===== src/rtl/core/lift_preset_stop_sequencer_defines.svh =====
// ---------------------------------------------------------------------------
// Lift preset stop sequencer assertion macros
// Shared concurrent assertion forms used by the sequencer RTL.
// ---------------------------------------------------------------------------
`ifndef LIFT_PRESET_STOP_SEQUENCER_DEFINES_SVH
`define LIFT_PRESET_STOP_SEQUENCER_DEFINES_SVH

// Same-cycle implication, checked out of reset.
`define LPSS_ASSERT_IMPLIES(label, clk, rst_n, ante, cons) \
  label: assert property (@(posedge clk) disable iff (!rst_n) (ante) |-> (cons)) \
    else $error("lift sequencer assertion failed");

// Next-cycle implication, checked out of reset.
`define LPSS_ASSERT_NEXT(label, clk, rst_n, ante, cons) \
  label: assert property (@(posedge clk) disable iff (!rst_n) (ante) |=> (cons)) \
    else $error("lift sequencer assertion failed");

`endif


===== src/rtl/core/lpss_pkg.sv =====
// ---------------------------------------------------------------------------
// Lift preset stop sequencer package
// Stage codes, configuration indexes and shared structures.
// ---------------------------------------------------------------------------
package lpss_pkg;

  localparam int unsigned HEIGHT_W = 16;
  localparam int unsigned DELTA_W  = HEIGHT_W + 1;
  localparam int unsigned CFG_IDX_W = 2;

  // Configuration register indexes.
  localparam logic [CFG_IDX_W-1:0] CFG_LOWEST   = 2'd0;
  localparam logic [CFG_IDX_W-1:0] CFG_GOAL     = 2'd1;
  localparam logic [CFG_IDX_W-1:0] CFG_WALL     = 2'd2;
  localparam logic [CFG_IDX_W-1:0] CFG_ALLIANCE = 2'd3;

  // Reset heights, unsigned Q0.16.
  localparam logic [HEIGHT_W-1:0] RST_LOWEST   = 16'd0;
  localparam logic [HEIGHT_W-1:0] RST_GOAL     = 16'd16384;
  localparam logic [HEIGHT_W-1:0] RST_WALL     = 16'd32768;
  localparam logic [HEIGHT_W-1:0] RST_ALLIANCE = 16'd49152;

  typedef enum logic [3:0] {
    ST_START     = 4'd0,
    ST_LOWEST    = 4'd1,
    ST_RISING    = 4'd2,
    ST_GOAL      = 4'd3,
    ST_GOAL_DOWN = 4'd4,
    ST_GOAL_UP   = 4'd5,
    ST_WALL      = 4'd6,
    ST_WALL_DOWN = 4'd7,
    ST_WALL_UP   = 4'd8,
    ST_ALLI      = 4'd9,
    ST_ALLI_DOWN = 4'd10
  } stage_t;

  // The four preset stop heights.
  typedef struct packed {
    logic [HEIGHT_W-1:0] lowest;
    logic [HEIGHT_W-1:0] goal;
    logic [HEIGHT_W-1:0] wall;
    logic [HEIGHT_W-1:0] alliance;
  } heights_t;

  // Outcome of one control tick.
  typedef struct packed {
    logic                      move_valid;
    logic signed [DELTA_W-1:0] move_delta;
    stage_t                    stage;
  } step_res_t;

endpackage


===== src/rtl/core/lpss_cfg_regs.sv =====
// ---------------------------------------------------------------------------
// Lift preset stop sequencer configuration registers
// Holds the four stop heights, written through the plain write port.
// ---------------------------------------------------------------------------
module lpss_cfg_regs (
  input  logic                               clk,
  input  logic                               rst_n,
  input  logic                               cfg_wr_en,
  input  logic [lpss_pkg::CFG_IDX_W-1:0]     cfg_addr,
  input  logic [lpss_pkg::HEIGHT_W-1:0]      cfg_wdata,
  output lpss_pkg::heights_t                 heights
);
  import lpss_pkg::*;

  heights_t heights_r;

  // Register file with per-index write decode.
  always_ff @(posedge clk) begin
    if (!rst_n) begin
      heights_r.lowest   <= RST_LOWEST;
      heights_r.goal     <= RST_GOAL;
      heights_r.wall     <= RST_WALL;
      heights_r.alliance <= RST_ALLIANCE;
    end else if (cfg_wr_en) begin
      unique case (cfg_addr)
        CFG_LOWEST:   heights_r.lowest   <= cfg_wdata;
        CFG_GOAL:     heights_r.goal     <= cfg_wdata;
        CFG_WALL:     heights_r.wall     <= cfg_wdata;
        CFG_ALLIANCE: heights_r.alliance <= cfg_wdata;
        default:      heights_r          <= heights_r;
      endcase
    end
  end

  assign heights = heights_r;

endmodule


===== src/rtl/core/lpss_step.sv =====
// ---------------------------------------------------------------------------
// Lift preset stop sequencer step logic
// Next-stage decode and the single relative-move subtraction for one tick.
// ---------------------------------------------------------------------------
module lpss_step (
  input  lpss_pkg::stage_t    stage,
  input  logic                up_pressed,
  input  logic                down_pressed,
  input  logic                motor_moving,
  input  lpss_pkg::heights_t  heights,
  output lpss_pkg::step_res_t res
);
  import lpss_pkg::*;

  logic                only_up;
  logic                only_down;
  logic                take;
  logic [HEIGHT_W-1:0] to_h;
  logic [HEIGHT_W-1:0] from_h;
  stage_t              stage_nxt;
  logic                valid;

  assign only_up   = up_pressed && !down_pressed;
  assign only_down = down_pressed && !up_pressed;

  // Decode the stage, pick the height pair for a new move.
  always_comb begin
    stage_nxt = stage;
    valid     = 1'b0;
    take      = 1'b0;
    to_h      = heights.lowest;
    from_h    = heights.lowest;
    unique case (stage)
      ST_LOWEST: begin
        valid = 1'b1;
        if (up_pressed) begin
          stage_nxt = ST_RISING;
          take      = 1'b1;
          to_h      = heights.goal;
          from_h    = heights.lowest;
        end
      end
      ST_GOAL: begin
        valid = 1'b1;
        if (only_up) begin
          stage_nxt = ST_GOAL_UP;
          take      = 1'b1;
          to_h      = heights.wall;
          from_h    = heights.goal;
        end else if (only_down) begin
          stage_nxt = ST_GOAL_DOWN;
          take      = 1'b1;
          to_h      = heights.lowest;
          from_h    = heights.goal;
        end
      end
      ST_WALL: begin
        valid = 1'b1;
        if (only_down) begin
          stage_nxt = ST_WALL_DOWN;
          take      = 1'b1;
          to_h      = heights.goal;
          from_h    = heights.wall;
        end else if (only_up) begin
          stage_nxt = ST_WALL_UP;
          take      = 1'b1;
          to_h      = heights.alliance;
          from_h    = heights.wall;
        end
      end
      ST_ALLI: begin
        valid = 1'b1;
        if (down_pressed) begin
          stage_nxt = ST_ALLI_DOWN;
          take      = 1'b1;
          to_h      = heights.wall;
          from_h    = heights.alliance;
        end
      end
      ST_RISING, ST_GOAL_UP, ST_WALL_UP: begin
        if (!motor_moving) begin
          valid = 1'b1;
          if (!up_pressed) begin
            priority case (stage)
              ST_RISING:  stage_nxt = ST_GOAL;
              ST_GOAL_UP: stage_nxt = ST_WALL;
              default:    stage_nxt = ST_ALLI;
            endcase
          end
        end
      end
      ST_GOAL_DOWN, ST_WALL_DOWN, ST_ALLI_DOWN: begin
        if (!motor_moving) begin
          valid = 1'b1;
          if (!down_pressed) begin
            priority case (stage)
              ST_GOAL_DOWN: stage_nxt = ST_LOWEST;
              ST_WALL_DOWN: stage_nxt = ST_GOAL;
              default:      stage_nxt = ST_WALL;
            endcase
          end
        end
      end
      default: begin
        // Start and unused codes head to the lowest stop without a move.
        stage_nxt = ST_LOWEST;
      end
    endcase
  end

  // One 17-bit subtract; zero when no move is started.
  assign res.move_delta = take ? ($signed({1'b0, to_h}) - $signed({1'b0, from_h}))
                               : '0;
  assign res.move_valid = valid;
  assign res.stage      = stage_nxt;

endmodule


===== src/rtl/core/lift_preset_stop_sequencer.sv =====
// ---------------------------------------------------------------------------
// Lift preset stop sequencer
// Moves a lift between four preset stops, one control tick per word.
// ---------------------------------------------------------------------------
// The block accepts one tick word per clock cycle while in_stall is low and
// returns one result word per tick. A word sits in the input register,
// passes through the stage decode and one 17-bit height subtraction, and lands
// in the result register; the stage register updates as the word moves on, so
// the next word sees the new stage. The input side stalls only while both
// registers hold words and the result side stalls. Heights are to be written
// through the cfg port while the block is idle; the block does not enforce it.
`include "lift_preset_stop_sequencer_defines.svh"

module lift_preset_stop_sequencer (
  input  logic                                  clk,
  input  logic                                  rst_n,
  input  logic                                  cfg_wr_en,
  input  logic [lpss_pkg::CFG_IDX_W-1:0]        cfg_addr,
  input  logic [lpss_pkg::HEIGHT_W-1:0]         cfg_wdata,
  input  logic                                  in_valid,
  output logic                                  in_stall,
  input  logic                                  in_up_pressed,
  input  logic                                  in_down_pressed,
  input  logic                                  in_motor_moving,
  output logic                                  out_valid,
  input  logic                                  out_stall,
  output logic                                  out_move_valid,
  output logic signed [lpss_pkg::DELTA_W-1:0]   out_move_delta,
  output logic [3:0]                            out_stage
);
  import lpss_pkg::*;

  heights_t  heights;
  step_res_t res;

  logic   in_vld_r;
  logic   in_up_r;
  logic   in_down_r;
  logic   in_moving_r;
  logic   out_vld_r;
  stage_t stage_r;
  logic   out_move_valid_r;
  logic signed [DELTA_W-1:0] out_move_delta_r;
  stage_t out_stage_r;

  logic advance;
  logic in_take;
  logic out_travel;

  lpss_cfg_regs u_cfg (
    .clk       (clk),
    .rst_n     (rst_n),
    .cfg_wr_en (cfg_wr_en),
    .cfg_addr  (cfg_addr),
    .cfg_wdata (cfg_wdata),
    .heights   (heights)
  );

  lpss_step u_step (
    .stage        (stage_r),
    .up_pressed   (in_up_r),
    .down_pressed (in_down_r),
    .motor_moving (in_moving_r),
    .heights      (heights),
    .res          (res)
  );

  // The result register frees when empty or taken this cycle.
  assign advance  = !out_vld_r || !out_stall;
  assign in_stall = in_vld_r && !advance;
  assign in_take  = in_valid && !in_stall;

  // Input register.
  always_ff @(posedge clk) begin
    if (!rst_n) begin
      in_vld_r <= 1'b0;
    end else if (in_take) begin
      in_vld_r <= 1'b1;
    end else if (advance) begin
      in_vld_r <= 1'b0;
    end
  end

  always_ff @(posedge clk) begin
    if (in_take) begin
      in_up_r     <= in_up_pressed;
      in_down_r   <= in_down_pressed;
      in_moving_r <= in_motor_moving;
    end
  end

  // Stage register and result register, loaded as a word moves across.
  always_ff @(posedge clk) begin
    if (!rst_n) begin
      out_vld_r <= 1'b0;
      stage_r   <= ST_START;
    end else if (advance) begin
      out_vld_r <= in_vld_r;
      if (in_vld_r) begin
        stage_r <= res.stage;
      end
    end
  end

  always_ff @(posedge clk) begin
    if (advance && in_vld_r) begin
      out_move_valid_r <= res.move_valid;
      out_move_delta_r <= res.move_delta;
      out_stage_r      <= res.stage;
    end
  end

  assign out_valid      = out_vld_r;
  assign out_move_valid = out_move_valid_r;
  assign out_move_delta = out_move_delta_r;
  assign out_stage      = out_stage_r;

  // Travel stages are the only ones entered together with a move.
  assign out_travel = (out_stage_r == ST_RISING) || (out_stage_r == ST_GOAL_UP) ||
                      (out_stage_r == ST_WALL_UP) || (out_stage_r == ST_GOAL_DOWN) ||
                      (out_stage_r == ST_WALL_DOWN) || (out_stage_r == ST_ALLI_DOWN);

  // A word without a move always carries a zero delta.
  `LPSS_ASSERT_IMPLIES(a_idle_zero_delta, clk, rst_n, out_valid && !out_move_valid, out_move_delta == '0)

  // A nonzero delta only comes with entry into a travel stage.
  `LPSS_ASSERT_IMPLIES(a_delta_travel, clk, rst_n, out_valid && (out_move_delta != '0), out_travel)

  // The input side stalls only when a result is waiting and held back.
  `LPSS_ASSERT_IMPLIES(a_stall_cause, clk, rst_n, in_stall, out_valid && out_stall)

endmodule

===== config.mk =====
export PLATFORM = sky130hd
export DESIGN_NAME = lift_preset_stop_sequencer
export DESIGN_NICKNAME = d
export VERILOG_FILES = /design/src/rtl/core/lpss_pkg.sv /design/src/rtl/core/lpss_cfg_regs.sv /design/src/rtl/core/lpss_step.sv /design/src/rtl/core/lift_preset_stop_sequencer.sv
export VERILOG_INCLUDE_DIRS = /design/src /design/src/rtl/core
export SDC_FILE = /design/constraint.sdc
export NUM_CORES = 1
export LEC_CHECK = 0
export BUFFER_PORTS_ARGS = -buffer_cell sky130_fd_sc_hd__buf_2
export CORE_UTILIZATION = 56
export CTS_BUF_LIST = sky130_fd_sc_hd__clkbuf_4 sky130_fd_sc_hd__clkbuf_8 sky130_fd_sc_hd__clkbuf_16
export DETAILED_ROUTE_END_ITERATION = 16
export GPL_TIMING_DRIVEN = 1
export PLACE_DENSITY = 0.86
export RECOVER_POWER = 100
export SETUP_SLACK_MARGIN = 0.2
export SYNTH_ARGS = -nofsm -noshare
export SYNTH_HDL_FRONTEND = slang
export SYNTH_SLANG_ARGS = --single-unit

===== constraint.sdc =====
create_clock -name clk -period 8.07 [get_ports clk]
set_input_delay 1.614 -clock clk [delete_from_list [all_inputs] [get_ports clk]]
set_output_delay 1.614 -clock clk [all_outputs]
set_load 0.02 [all_outputs]

==> out/summary.txt <==
outcome: complete, but fails checks
failing checks: capacitance limit, slew limit
CTS sink count: 95
postcts setup bufs: 0
hold depth: 2
gr usage total: 0.281
Crit. End Element: flop
EDFF count, synth: 25
Initial Utilization: 0.589
Max VDD drop: 0.0983 mV
Worst Path Max Fanout: 26
Starting DRT DRC Count: 604
crit start category: flop
post-route antenna net violation count: 0
asr flop ratio synth: 0
number of port buffers: 49
Vias: 5406
largest net degree at the start of global routing: 72
initial antenna violation count: 0
sequential cell area fraction in the yosys report: 0.367
Bufs on Longest Clock Path: 2
PwrDens: 167 nW/um^2
Rows: 36
fin nets: 764
Critical Setup Path Class: flop to flop
Hold Slack: 495 ps
Worst R2R Start: in_down_r
commonest cells after routing, fill and taps aside: 180 x nand2_1, 70 x dfxtp_1, 63 x a21boi_0, 48 x a21oi_1, 31 x a221o_1
number of global-route vias before repair: 5047
yosys synthesis warning count: 0
Top FF cell, synth: dfxtp_1
Core ar.: 9950 um^2
CTS root buf: clkbuf_8
DR WL/cell: 17.6 um
worst min path class: flop to flop
hold-fix buffers at CTS: 0
Yosys cell types: 67
total global routing overflow: 0
CTS tree: done
Mapped Area: 5860 um^2
Num CTS Buffers: 9
post-synthesis cell count: 701
Hold Startpoint: u_cfg.heights[18]
GPL Wtd Cong: 0.927
die width: 104 um
Req. time, crit path: 8220 ps
Leak: 2.20 nW
htree depth: 3
hold worst-path end: u_cfg.heights[18]
max frequency: 0.182 GHz
worst reg-to-reg setup slack: 2580 ps
reg2reg path depth: 13
MaxCap Viol Count: 2
Layout area overhead: 6.87%
Slew headroom: -0.659
crit path time final: 5490 ps
# IOs: 50
global-route wire length before repair: 24700 um
die area: 10900 um^2
cts repair resizes: 0
Hold Vio Cnt, Final: 0
Die Y: 104 um
commonest non-fill, non-tap cell in the layout: nand2_1
layout cells sized above 1: 0.0733
register bit total from synthesis: 95
Final Cycle Share: 0.680
clk_skew: 11.3 ps
Worst-path clk slew: 100 ps
Worst-Skew Late Latency: 390 ps
final setup fails: 0
worst flop-to-flop path endpoint: out_move_delta[14]
HPWL Detailed: 10300 um
Via density: 6.32
setup TNS: 0 ps
CP arrival: 5640 ps
Slew Viols, Final: 99
Tightest Pin Transition: 2490 ps
unrepaired setup endpoints after global routing: no
ANT cells: 0
drt drc: 0
Total Wirelength: 15100 um
syn nets: 747
TritonRoute pass-1 iters: 7
Mapped Avg Cell Area: 8.36 um^2
-- through the flow --
step	cells	util	cell area (um^2)	setup slack, ps	power (mW)
CTS	856	0.634	6310	3560	1.05
finish	856	0.629	6260	2580	1.05
global route	856	0.629	6260	2080	1.10
global placement	840	0.613	6100	3680	0.708
detailed placement	840	0.613	6100	3570	0.713
floorplan	701	-	5860	4400	0.666
-- metal layers --
layer | track usage | part of all wire
met3 | 0.0533 | 0.087
met4 | 0.0949 | 0.015
met1 | 0.388 | 0.44
met5 | 0 | 0
met2 | 0.439 | 0.45
-- area by class of cell --
cell class	instances	area, um^2
inverter	11	41.3
sequential	95	2150
clock inverter	6	75.1
clock buffer	10	138
fill	868	3690
timing repair buffer	55	246
tap	133	166
multi-input combinational	546	3440
-- cells in the mapped netlist (all sizes together) (5+ instances only) --
cell | count | area share
a211oi | 5 | 0.0064
a21boi | 63 | 0.081
a21o | 7 | 0.0090
a21oi | 48 | 0.041
a221o | 31 | 0.053
a31oi | 5 | 0.0053
and3 | 5 | 0.0053
buf | 16 | 0.017
clkbuf | 33 | 0.021
dfxtp | 70 | 0.24
edfxtp | 25 | 0.13
ha | 19 | 0.041
inv | 11 | 0.0070
mux2i | 21 | 0.036
nand2 | 180 | 0.12
nand2b | 9 | 0.0096
nand3 | 12 | 0.010
nor2 | 28 | 0.021
nor2b | 11 | 0.012
nor3b | 5 | 0.0064
o21ai | 15 | 0.013
o2bb2ai | 16 | 0.024
-- power by group --
part | switching (mW) | leakage [nW] | total, mW | internal (mW)
Combinational | 0.109 | 1.29 | 0.178 | 0.0689
Sequential | 0.0190 | 0.804 | 0.528 | 0.509
Clock | 0.185 | 0.107 | 0.342 | 0.157
Total | 0.313 | 2.20 | 1.05 | 0.735
-- worst max-delay path: stages (launching register included) --
cell       delay, ps
edfxtp_1         550
inv_1            100
ha_1             140
clkbuf_1        1280
nor2_1           160
nor2_1           980
a221o_1          300
a21oi_1           60
ha_1             450
a21oi_1          180
o21ai_0          190
a2111oi_0        580
a2111o_1         230
o21ai_0           60
-- worst max path at each step --
stage                    endpoint  depth (start not counted)      start  slack, ps
2_1_floorplan   out_move_delta[8]                         15  in_down_r       4400
3_3_place_gp    out_move_delta[8]                         15  in_down_r       3680
3_5_place_dp    out_move_delta[8]                         15  in_down_r       3570
4_1_cts         out_move_delta[8]                         15  in_down_r       3560
5_1_grt        out_move_delta[14]                         13  in_down_r       2080
6_report       out_move_delta[14]                         13  in_down_r       2580
-- flip-flops by register name, summed over array words and instances, names as in the netlist --
signal and count:
u_cfg.heights 64, in_vld_r 1, in_moving_r 1, in_down_r 1, out_stage 4, out_valid 1, out_move_delta 17, out_move_valid 1
stage_r 4, in_up_r 1
-- cell families (layout without fill, tap and decap cells) --
group | Yosys count | count (layout) | synth area share
AND/OR/NAND/NOR | 272 | 272 | 0.208
AO/OA/AOI/OAI | 227 | 227 | 0.291
flip-flops | 95 | 95 | 0.367
buffers and inverters | 60 | 82 | 0.0450
multiplexers | 22 | 22 | 0.0378
adder cells (fa/ha/maj) | 20 | 20 | 0.0440
XOR/XNOR | 5 | 5 | 0.00747
Note: power is estimated with default switching activity, not from simulation.
